## src/sv/assert_macros.svh

```systemverilog
// ----------------------------------------------------------------------------
// Assertion macros
// Shared wrappers for the concurrent assertions of the Hall speed estimator.
// ----------------------------------------------------------------------------
`ifndef ASSERT_MACROS_SVH
`define ASSERT_MACROS_SVH

// Property must hold at every clock edge outside reset.
`define ASSERT_HOLDS(label, clk, rst, prop) \
   label: assert property (@(posedge clk) disable iff (rst) (prop)) \
      else $error("assertion failed: property does not hold");

// Antecedent at one edge requires the consequent at the next edge.
`define ASSERT_NEXT(label, clk, rst, ante, cons) \
   label: assert property (@(posedge clk) disable iff (rst) (ante) |=> (cons)) \
      else $error("assertion failed: next-cycle implication violated");

`endif

```

## src/sv/hsde_pkg.sv

```systemverilog
// ----------------------------------------------------------------------------
// hsde_pkg
// Types, constants and the sector table of the Hall speed estimator.
// ----------------------------------------------------------------------------
`default_nettype none

package hsde_pkg;

   localparam int REQ_TDATA_W = 40;
   localparam int RSP_TDATA_W = 40;
   localparam int DIV_STEPS   = 32;

   // Direction codes as reported on the result channel.
   localparam logic [1:0] DIR_NONE = 2'd0;
   localparam logic [1:0] DIR_POS  = 2'd1;
   localparam logic [1:0] DIR_NEG  = 2'd2;

   // Sector differences that mark a step in either direction.
   localparam logic signed [3:0] DIFF_POS_STEP = -4'sd1;
   localparam logic signed [3:0] DIFF_POS_WRAP = 4'sd5;
   localparam logic signed [3:0] DIFF_NEG_STEP = 4'sd1;
   localparam logic signed [3:0] DIFF_NEG_WRAP = -4'sd5;

   // Configuration register indexes.
   localparam logic [1:0] CSR_SPEED_SCALE      = 2'd0;
   localparam logic [1:0] CSR_PER_UNIT_FACTOR  = 2'd1;
   localparam logic [1:0] CSR_STALL_TICK_LIMIT = 2'd2;

   typedef struct packed {
      logic capture;     // latch the incoming request
      logic stall_step;  // tick without a code change
      logic edge_start;  // code changed: average interval, arm divider
      logic div_step;    // one restoring divide iteration
      logic mul;         // quotient times per-unit factor
      logic commit;      // apply direction and update state
      logic load_out;    // load the result register
   } hsde_cmd_type;

   typedef struct packed {
      logic code_change;
   } hsde_status_type;

   // Sector number of each inverted Hall code.
   function automatic logic signed [3:0] sector_of(input logic [2:0] code);
      logic signed [3:0] s;
      unique case (code)
         3'd0:    s = 4'sd4;
         3'd1:    s = 4'sd1;
         3'd2:    s = 4'sd5;
         3'd3:    s = 4'sd6;
         3'd4:    s = 4'sd3;
         3'd5:    s = 4'sd2;
         3'd6:    s = 4'sd4;
         default: s = 4'sd1;
      endcase
      return s;
   endfunction

endpackage

`default_nettype wire

```

## src/sv/hsde_ctrl.sv

```systemverilog
// ----------------------------------------------------------------------------
// hsde_ctrl
// Sequencer: walks each request through evaluate (divide, multiply, commit
// only on a code change) and result load, and owns both handshakes.
// ----------------------------------------------------------------------------
`default_nettype none

module hsde_ctrl
   import hsde_pkg::*;
(
   input  wire logic            clock,
   input  wire logic            reset,
   input  wire logic            req_tvalid,
   output logic                 req_tready,
   output logic                 rsp_tvalid,
   input  wire logic            rsp_tready,
   input  wire hsde_status_type status,
   output hsde_cmd_type         cmd
);

   localparam logic [2:0] ST_IDLE = 3'd0;
   localparam logic [2:0] ST_EVAL = 3'd1;
   localparam logic [2:0] ST_DIV  = 3'd2;
   localparam logic [2:0] ST_MUL  = 3'd3;
   localparam logic [2:0] ST_FIN  = 3'd4;
   localparam logic [2:0] ST_DONE = 3'd5;

   localparam int CNT_W = $clog2(DIV_STEPS);

   logic [2:0]       state_ff, state_in;
   logic [CNT_W-1:0] cnt_ff, cnt_in;
   logic             valid_ff, valid_in;
   logic             out_free;

   assign out_free   = !valid_ff || rsp_tready;
   assign req_tready = (state_ff == ST_IDLE);
   assign rsp_tvalid = valid_ff;

   always_comb begin
      state_in = state_ff;
      cnt_in   = cnt_ff;
      cmd      = '0;
      unique case (state_ff)
         ST_IDLE: begin
            if (req_tvalid) begin
               cmd.capture = 1'b1;
               state_in    = ST_EVAL;
            end
         end
         ST_EVAL: begin
            if (status.code_change) begin
               cmd.edge_start = 1'b1;
               cnt_in         = '0;
               state_in       = ST_DIV;
            end else begin
               cmd.stall_step = 1'b1;
               state_in       = ST_DONE;
            end
         end
         ST_DIV: begin
            cmd.div_step = 1'b1;
            cnt_in       = cnt_ff + 1'b1;
            if (cnt_ff == CNT_W'(DIV_STEPS - 1)) begin
               state_in = ST_MUL;
            end
         end
         ST_MUL: begin
            cmd.mul  = 1'b1;
            state_in = ST_FIN;
         end
         ST_FIN: begin
            cmd.commit = 1'b1;
            state_in   = ST_DONE;
         end
         ST_DONE: begin
            if (out_free) begin
               cmd.load_out = 1'b1;
               state_in     = ST_IDLE;
            end
         end
         default: begin
            state_in = ST_IDLE;
         end
      endcase
   end

   always_comb begin
      valid_in = valid_ff;
      if (cmd.load_out) begin
         valid_in = 1'b1;
      end else if (rsp_tready) begin
         valid_in = 1'b0;
      end
   end

   always_ff @(posedge clock) begin
      if (reset) begin
         state_ff <= ST_IDLE;
         cnt_ff   <= '0;
         valid_ff <= 1'b0;
      end else begin
         state_ff <= state_in;
         cnt_ff   <= cnt_in;
         valid_ff <= valid_in;
      end
   end

endmodule

`default_nettype wire

```

## src/sv/hsde_datapath.sv

```systemverilog
// ----------------------------------------------------------------------------
// hsde_datapath
// Estimator state, configuration registers, interval averaging, restoring
// divider, multiplier, direction logic and the result register.
// ----------------------------------------------------------------------------
`default_nettype none

module hsde_datapath
   import hsde_pkg::*;
(
   input  wire logic                   clock,
   input  wire logic                   reset,
   input  wire logic                   csr_write_enable,
   input  wire logic [1:0]             csr_index,
   input  wire logic [31:0]            csr_wdata,
   input  wire logic [REQ_TDATA_W-1:0] req_tdata,
   output logic      [RSP_TDATA_W-1:0] rsp_tdata,
   input  wire hsde_cmd_type           cmd,
   output hsde_status_type             status
);

   // Configuration.
   logic [31:0] scale_ff;
   logic [31:0] factor_ff;
   logic [15:0] limit_ff;

   // Estimator state.
   logic [2:0]  last_code_ff;
   logic [31:0] last_time_ff;
   logic [31:0] avg_ff;
   logic [1:0]  last_dir_ff;
   logic [15:0] stall_ff;
   logic [31:0] speed_ff;

   // Per-request working registers.
   logic [2:0]  code_ff;
   logic [31:0] now_ff;
   logic [1:0]  new_dir_ff;
   logic        edge_ff;
   logic [31:0] rem_ff;
   logic [31:0] quo_ff;
   logic [31:0] prod_ff;
   logic [RSP_TDATA_W-1:0] out_ff;

   logic [31:0]       elapsed;
   logic [32:0]       avg_sum;
   logic signed [3:0] diff;
   logic [1:0]        dir_calc;
   logic [32:0]       trial_src;
   logic [32:0]       trial;
   logic [31:0]       prod_full;
   logic [15:0]       stall_inc;
   logic [31:0]       spd_signed;

   assign status.code_change = (code_ff != last_code_ff);

   assign elapsed = last_time_ff - now_ff;
   assign avg_sum = {1'b0, elapsed} + {1'b0, avg_ff};

   assign diff = sector_of(code_ff) - sector_of(last_code_ff);

   always_comb begin
      if (diff == DIFF_POS_STEP || diff == DIFF_POS_WRAP) begin
         dir_calc = DIR_POS;
      end else if (diff == DIFF_NEG_STEP || diff == DIFF_NEG_WRAP) begin
         dir_calc = DIR_NEG;
      end else begin
         dir_calc = DIR_NONE;
      end
   end

   // One restoring step; a zero divisor yields all ones, as required.
   assign trial_src = {rem_ff, quo_ff[31]};
   assign trial     = trial_src - {1'b0, avg_ff};

   // Only the low 32 bits of the product are kept.
   assign prod_full = quo_ff * factor_ff;
   assign stall_inc = stall_ff + 16'd1;

   always_comb begin
      spd_signed = prod_ff;
      if (new_dir_ff == DIR_NEG) begin
         spd_signed = 32'd0 - prod_ff;
      end
      if (new_dir_ff != last_dir_ff) begin
         spd_signed = '0;
      end
   end

   always_ff @(posedge clock) begin
      if (reset) begin
         scale_ff  <= '0;
         factor_ff <= '0;
         limit_ff  <= '0;
      end else if (csr_write_enable) begin
         unique case (csr_index)
            CSR_SPEED_SCALE:      scale_ff  <= csr_wdata;
            CSR_PER_UNIT_FACTOR:  factor_ff <= csr_wdata;
            CSR_STALL_TICK_LIMIT: limit_ff  <= csr_wdata[15:0];
            default: ;
         endcase
      end
   end

   always_ff @(posedge clock) begin
      if (reset) begin
         last_code_ff <= '0;
         last_time_ff <= '0;
         avg_ff       <= '0;
         last_dir_ff  <= DIR_NONE;
         stall_ff     <= '0;
         speed_ff     <= '0;
      end else begin
         if (cmd.stall_step) begin
            if (stall_inc > limit_ff) begin
               stall_ff <= '0;
               speed_ff <= '0;
            end else begin
               stall_ff <= stall_inc;
            end
         end
         if (cmd.edge_start) begin
            last_time_ff <= now_ff;
            avg_ff       <= avg_sum[32:1];
            stall_ff     <= '0;
         end
         if (cmd.commit) begin
            speed_ff     <= spd_signed;
            last_code_ff <= code_ff;
            last_dir_ff  <= new_dir_ff;
         end
      end
   end

   always_ff @(posedge clock) begin
      if (cmd.capture) begin
         code_ff <= ~req_tdata[2:0];
         now_ff  <= req_tdata[34:3];
      end
      if (cmd.stall_step) begin
         edge_ff <= 1'b0;
      end
      if (cmd.edge_start) begin
         edge_ff    <= 1'b1;
         new_dir_ff <= dir_calc;
         rem_ff     <= '0;
         quo_ff     <= scale_ff;
      end
      if (cmd.div_step) begin
         if (!trial[32]) begin
            rem_ff <= trial[31:0];
            quo_ff <= {quo_ff[30:0], 1'b1};
         end else begin
            rem_ff <= trial_src[31:0];
            quo_ff <= {quo_ff[30:0], 1'b0};
         end
      end
      if (cmd.mul) begin
         prod_ff <= prod_full;
      end
      if (cmd.load_out) begin
         out_ff <= {2'b00, edge_ff, last_code_ff, last_dir_ff, speed_ff};
      end
   end

   assign rsp_tdata = out_ff;

endmodule

`default_nettype wire

```

## src/sv/hall_speed_direction_estimator_top.sv

```systemverilog
// ----------------------------------------------------------------------------
// hall_speed_direction_estimator_top
// Hall sensor speed and direction estimator, one request per PWM tick.
// ----------------------------------------------------------------------------
// Each request carries the active-low Hall levels and a down-counting timer
// value and produces exactly one result holding the speed, direction and
// stored Hall code after that tick. A tick without a Hall code change passes
// through capture, evaluate and result load. A tick with a code change
// averages the new edge interval with the running average, divides the
// speed scale by that average in a restoring divider that retires one
// quotient bit per cycle over 32 iterations, multiplies by the per-unit
// factor and applies the sector direction. The block handles one request at
// a time; a new request is accepted as soon as the previous result has been
// loaded into the output register, even while that result still waits for
// rsp_tready. Configuration registers should be written only while no
// request is in flight.
`default_nettype none

module hall_speed_direction_estimator_top
   import hsde_pkg::*;
(
   input  wire logic                   clock,
   input  wire logic                   reset,
   // Configuration write port.
   input  wire logic                   csr_write_enable,
   input  wire logic [1:0]             csr_index,
   input  wire logic [31:0]            csr_wdata,
   // Request stream.
   input  wire logic                   req_tvalid,
   output logic                        req_tready,
   // [2:0] hall_levels, [34:3] timer_count, [39:35] zero
   input  wire logic [REQ_TDATA_W-1:0] req_tdata,
   // Result stream.
   output logic                        rsp_tvalid,
   input  wire logic                   rsp_tready,
   // [31:0] speed_feedback, [33:32] direction, [36:34] hall_state,
   // [37] edge_seen, [39:38] zero
   output logic      [RSP_TDATA_W-1:0] rsp_tdata
);

   hsde_cmd_type    cmd;
   hsde_status_type status;

   hsde_datapath u_datapath (
      .clock            (clock),
      .reset            (reset),
      .csr_write_enable (csr_write_enable),
      .csr_index        (csr_index),
      .csr_wdata        (csr_wdata),
      .req_tdata        (req_tdata),
      .rsp_tdata        (rsp_tdata),
      .cmd              (cmd),
      .status           (status)
   );

   hsde_ctrl u_ctrl (
      .clock      (clock),
      .reset      (reset),
      .req_tvalid (req_tvalid),
      .req_tready (req_tready),
      .rsp_tvalid (rsp_tvalid),
      .rsp_tready (rsp_tready),
      .status     (status),
      .cmd        (cmd)
   );

`include "assert_macros.svh"

   // The sequencer issues at most one datapath command per cycle.
   `ASSERT_HOLDS(a_cmd_onehot, clock, reset, $onehot0(cmd))
   // An accepted request keeps the input closed on the following cycle.
   `ASSERT_NEXT(a_one_in_flight, clock, reset, req_tvalid && req_tready, !req_tready)
   // The reported direction is never the unused code.
   `ASSERT_HOLDS(a_dir_legal, clock, reset, !rsp_tvalid || rsp_tdata[33:32] != 2'b11)

endmodule

`default_nettype wire
```

## config.mk

```make
export PLATFORM = sky130hd
export DESIGN_NAME = hall_speed_direction_estimator_top
export DESIGN_NICKNAME = d
export VERILOG_FILES = /design/src/sv/hsde_pkg.sv /design/src/sv/hsde_ctrl.sv /design/src/sv/hsde_datapath.sv /design/src/sv/hall_speed_direction_estimator_top.sv
export VERILOG_INCLUDE_DIRS = /design/src /design/src/sv
export SDC_FILE = /design/constraint.sdc
export NUM_CORES = 2
export LEC_CHECK = 0
export BUFFER_PORTS_ARGS = -buffer_cell sky130_fd_sc_hd__buf_4
export CAP_MARGIN = 0
export CORE_ASPECT_RATIO = 0.75
export CORE_MARGIN = 2
export CORE_UTILIZATION = 25
export DETAILED_ROUTE_END_ITERATION = 16
export GPL_TIMING_DRIVEN = 0
export MAX_ROUTING_LAYER = met4
export PLACE_DENSITY = 0.51
export SYNTH_ARGS = -nofsm -noshare
export SYNTH_HDL_FRONTEND = slang
export SYNTH_SLANG_ARGS = --single-unit
export TNS_END_PERCENT = 30
```

## constraint.sdc

```tcl
create_clock -name clock -period 17.59 [get_ports clock]
set_input_delay 3.518 -clock clock [delete_from_list [all_inputs] [get_ports clock]]
set_output_delay 3.518 -clock clock [all_outputs]
set_load 0.005 [all_outputs]
```

==> results.cfg <==
[global_route]
grt_overflow = 0
grt_first_pass_wirelength_um = 167000
grt_max_degree = 45
grt_usage = 0.157
antenna_found_initial = 13
grt_pass1_vias = 27100

[route]
dr_total_vias = 27000
wl_per_cell_um = 18.5
wl_um = 110000
dr.pass1.iters = 5
ant_nets = 0
drcViolationCount = 0
drt-initial-drc-count = 1892
vias_per_cell = 4.52

[worst_hold_path]
hp-class = flop to flop

[place]
post-dp-hpwl_um = 88000
place_congestion = 0.940
port_buffers = 113
placed_cells = 5878
dp_slack_ns = 8.78
placed_area_um2 = 38500

[critical_path]
critical_path.max_fanout = 11
critPathArrivalTime_ns = 9.13
path_class = flop to flop
cp.required_ns = 17.87
cpPeakStageDelay_ns = 0.90
critical_path.startpoint_type = flop
end_kind = flop
worst_path_max_delay_cell = clkbuf_1
crit_path_frequent_cell = fa_1

[synthesis]
ys_types = 79
netlist_instances = 3887
post_synth.cell_area_avg_um2 = 9.07
ys_ff_latch = 378
synthArstFlopShare = 0
synth-edff-count = 171
synth_area_um2 = 35200
synthFlopType = dfxtp_1
yosysWarnings = 0
ys_seq_area_frac = 0.263

[die]
io_pins = 121
die_h_um = 329
rows = 119
die_x_um = 438
core_um2 = 140000
initial_core_util = 0.252
fp.dieArea_um2 = 144000

[job]
drv_cap = 0

[layout]
final_cell_mix = nand2_1, inv_1, fa_1
utilization = 0.286
fin_nets = 4781
final_common_cell = nand2_1
multi_input_area_um2 = 23300
fillers = 15000
fin_area_um2 = 40100
seqCellArea_um2 = 9280
area_growth_pct = 13.7
final_cells = 5966
post_route_cells_drive_above_1_share = 0.0556

[cts]
ctsRootBufferMaster = clkbuf_16
h-tree-depth = 2
cts.clk_slew.worst_paths_ns = 0.08
clockBufferDepth = 3
cts_tree = built
ctsHoldBuffers = 0
worstSkewPairLatency_ns = 0.62
clock-sinks = 378
cts_resized = 0
cts-buffers-inserted = 43
post_cts_buffers = 0

[timing]
max_slew.worst_pin.slew_ns = 1.24
setup_violations = 0
min_period_ns = 8.85
skew_ns = 0.0371
slew_headroom = 0.174
setup_slack_ns = 8.74
fin_crit_sh = 0.503
setup_tns_ns = 0
slew_violations = 0
clock.fmax_mhz = 113
holdWs_ns = 0.430
hold_viol = 0
rsz0062_at_grt = false

[power_and_ir_drop]
max-vdd-ir-drop_uv = 76.7
p_leak_nw = 17.0
p_per_area_nw_per_um2 = 79.8
finalPower_mw = 3.20

[status]
outcome = finished, final reports clean
layer usage:
layer  up-vias  share of wire  track usage
met5         -              0            -
met4         0          0.021       0.0360
met3       114          0.066       0.0292
met2       699           0.44        0.237
met1     13300           0.48        0.218
li1      12800              -            -
cell usage after synthesis (47+ instances only):
library cell  instances  area share
xnor2_1             153       0.038
xor2_1               57       0.014
nor2_1              136       0.014
a21oi_1             281       0.040
and2_1              315       0.056
ha_1                240       0.085
nand2_1             672       0.072
nand3_1              47      0.0067
edfxtp_1            171        0.15
dfxtp_1             207        0.12
fa_1                414        0.24
inv_1               523       0.056
clkbuf_1            162       0.017
a21o_1               52       0.011
o21ai_0              76       0.011
flip-flops by register name, indices dropped and copies added, names as in the netlist:
register	count
u_ctrl.rsp_tvalid	1
u_ctrl.state_ff	3
u_datapath.now_ff	32
u_datapath.rsp_tdata	38
u_datapath.last_time_ff	32
u_datapath.new_dir_ff	2
u_datapath.speed_ff	32
u_datapath.quo_ff	32
u_datapath.prod_ff	32
u_datapath.last_code_ff	3
u_datapath.factor_ff	32
u_datapath.avg_ff	32
u_datapath.code_ff	3
u_datapath.edge_ff	1
u_datapath.scale_ff	32
u_datapath.last_dir_ff	2
u_datapath.rem_ff	32
u_datapath.stall_ff	16
u_ctrl.cnt_ff	5
u_datapath.limit_ff	16
where the power goes:
part           switching, mW  internal (mW)
registers             0.0587          0.994
logic                  0.697          0.436
clock network          0.426          0.585
total                   1.18           2.01
cell type report:
cell class	instances	area share
Multi-Input combinational cell	2805	0.581
Sequential cell	378	0.232
Tap cell	1875	0.0585
Inverter	523	0.0491
Clock buffer	44	0.0275
Timing Repair Buffer	115	0.0224
Buffer	182	0.0181
Clock inverter	36	0.0113
Antenna cell	8	0.000500
logic make-up after synthesis:
logic type | Yosys count | share of synthesized area
XOR/XNOR | 210 | 0.0522
multiplexers | 25 | 0.00714
AO/OA/AOI/OAI | 586 | 0.104
buffers and inverters | 705 | 0.0763
flip-flops | 378 | 0.263
other | 1 | 0.000106
AND/OR/NAND/NOR | 1328 | 0.177
adder cells (fa/ha/maj) | 654 | 0.320
critical path: cells and delay by family (launching register included):
family	cells	cell delay (ns)
fa+ha+maj	9	3.77
buf+inv	8	2.10
compound gates	7	1.57
simple gates	3	0.51
flops	1	0.39
xor+xnor	1	0.14
final timing paths:
kind	from	to	slack (ns)	cells past startpoint
setup / recovery	u_datapath.quo_ff[4]	u_datapath.prod_ff[31]	8.74	28
hold / removal	u_datapath.speed_ff[29]	u_datapath.rsp_tdata[29]	0.43	0
setup reg to reg	u_datapath.quo_ff[4]	u_datapath.prod_ff[31]	8.74	28
hold reg to reg	u_datapath.speed_ff[29]	u_datapath.rsp_tdata[29]	0.43	0
No activity file was read; power rests on OpenSTA's default activity.
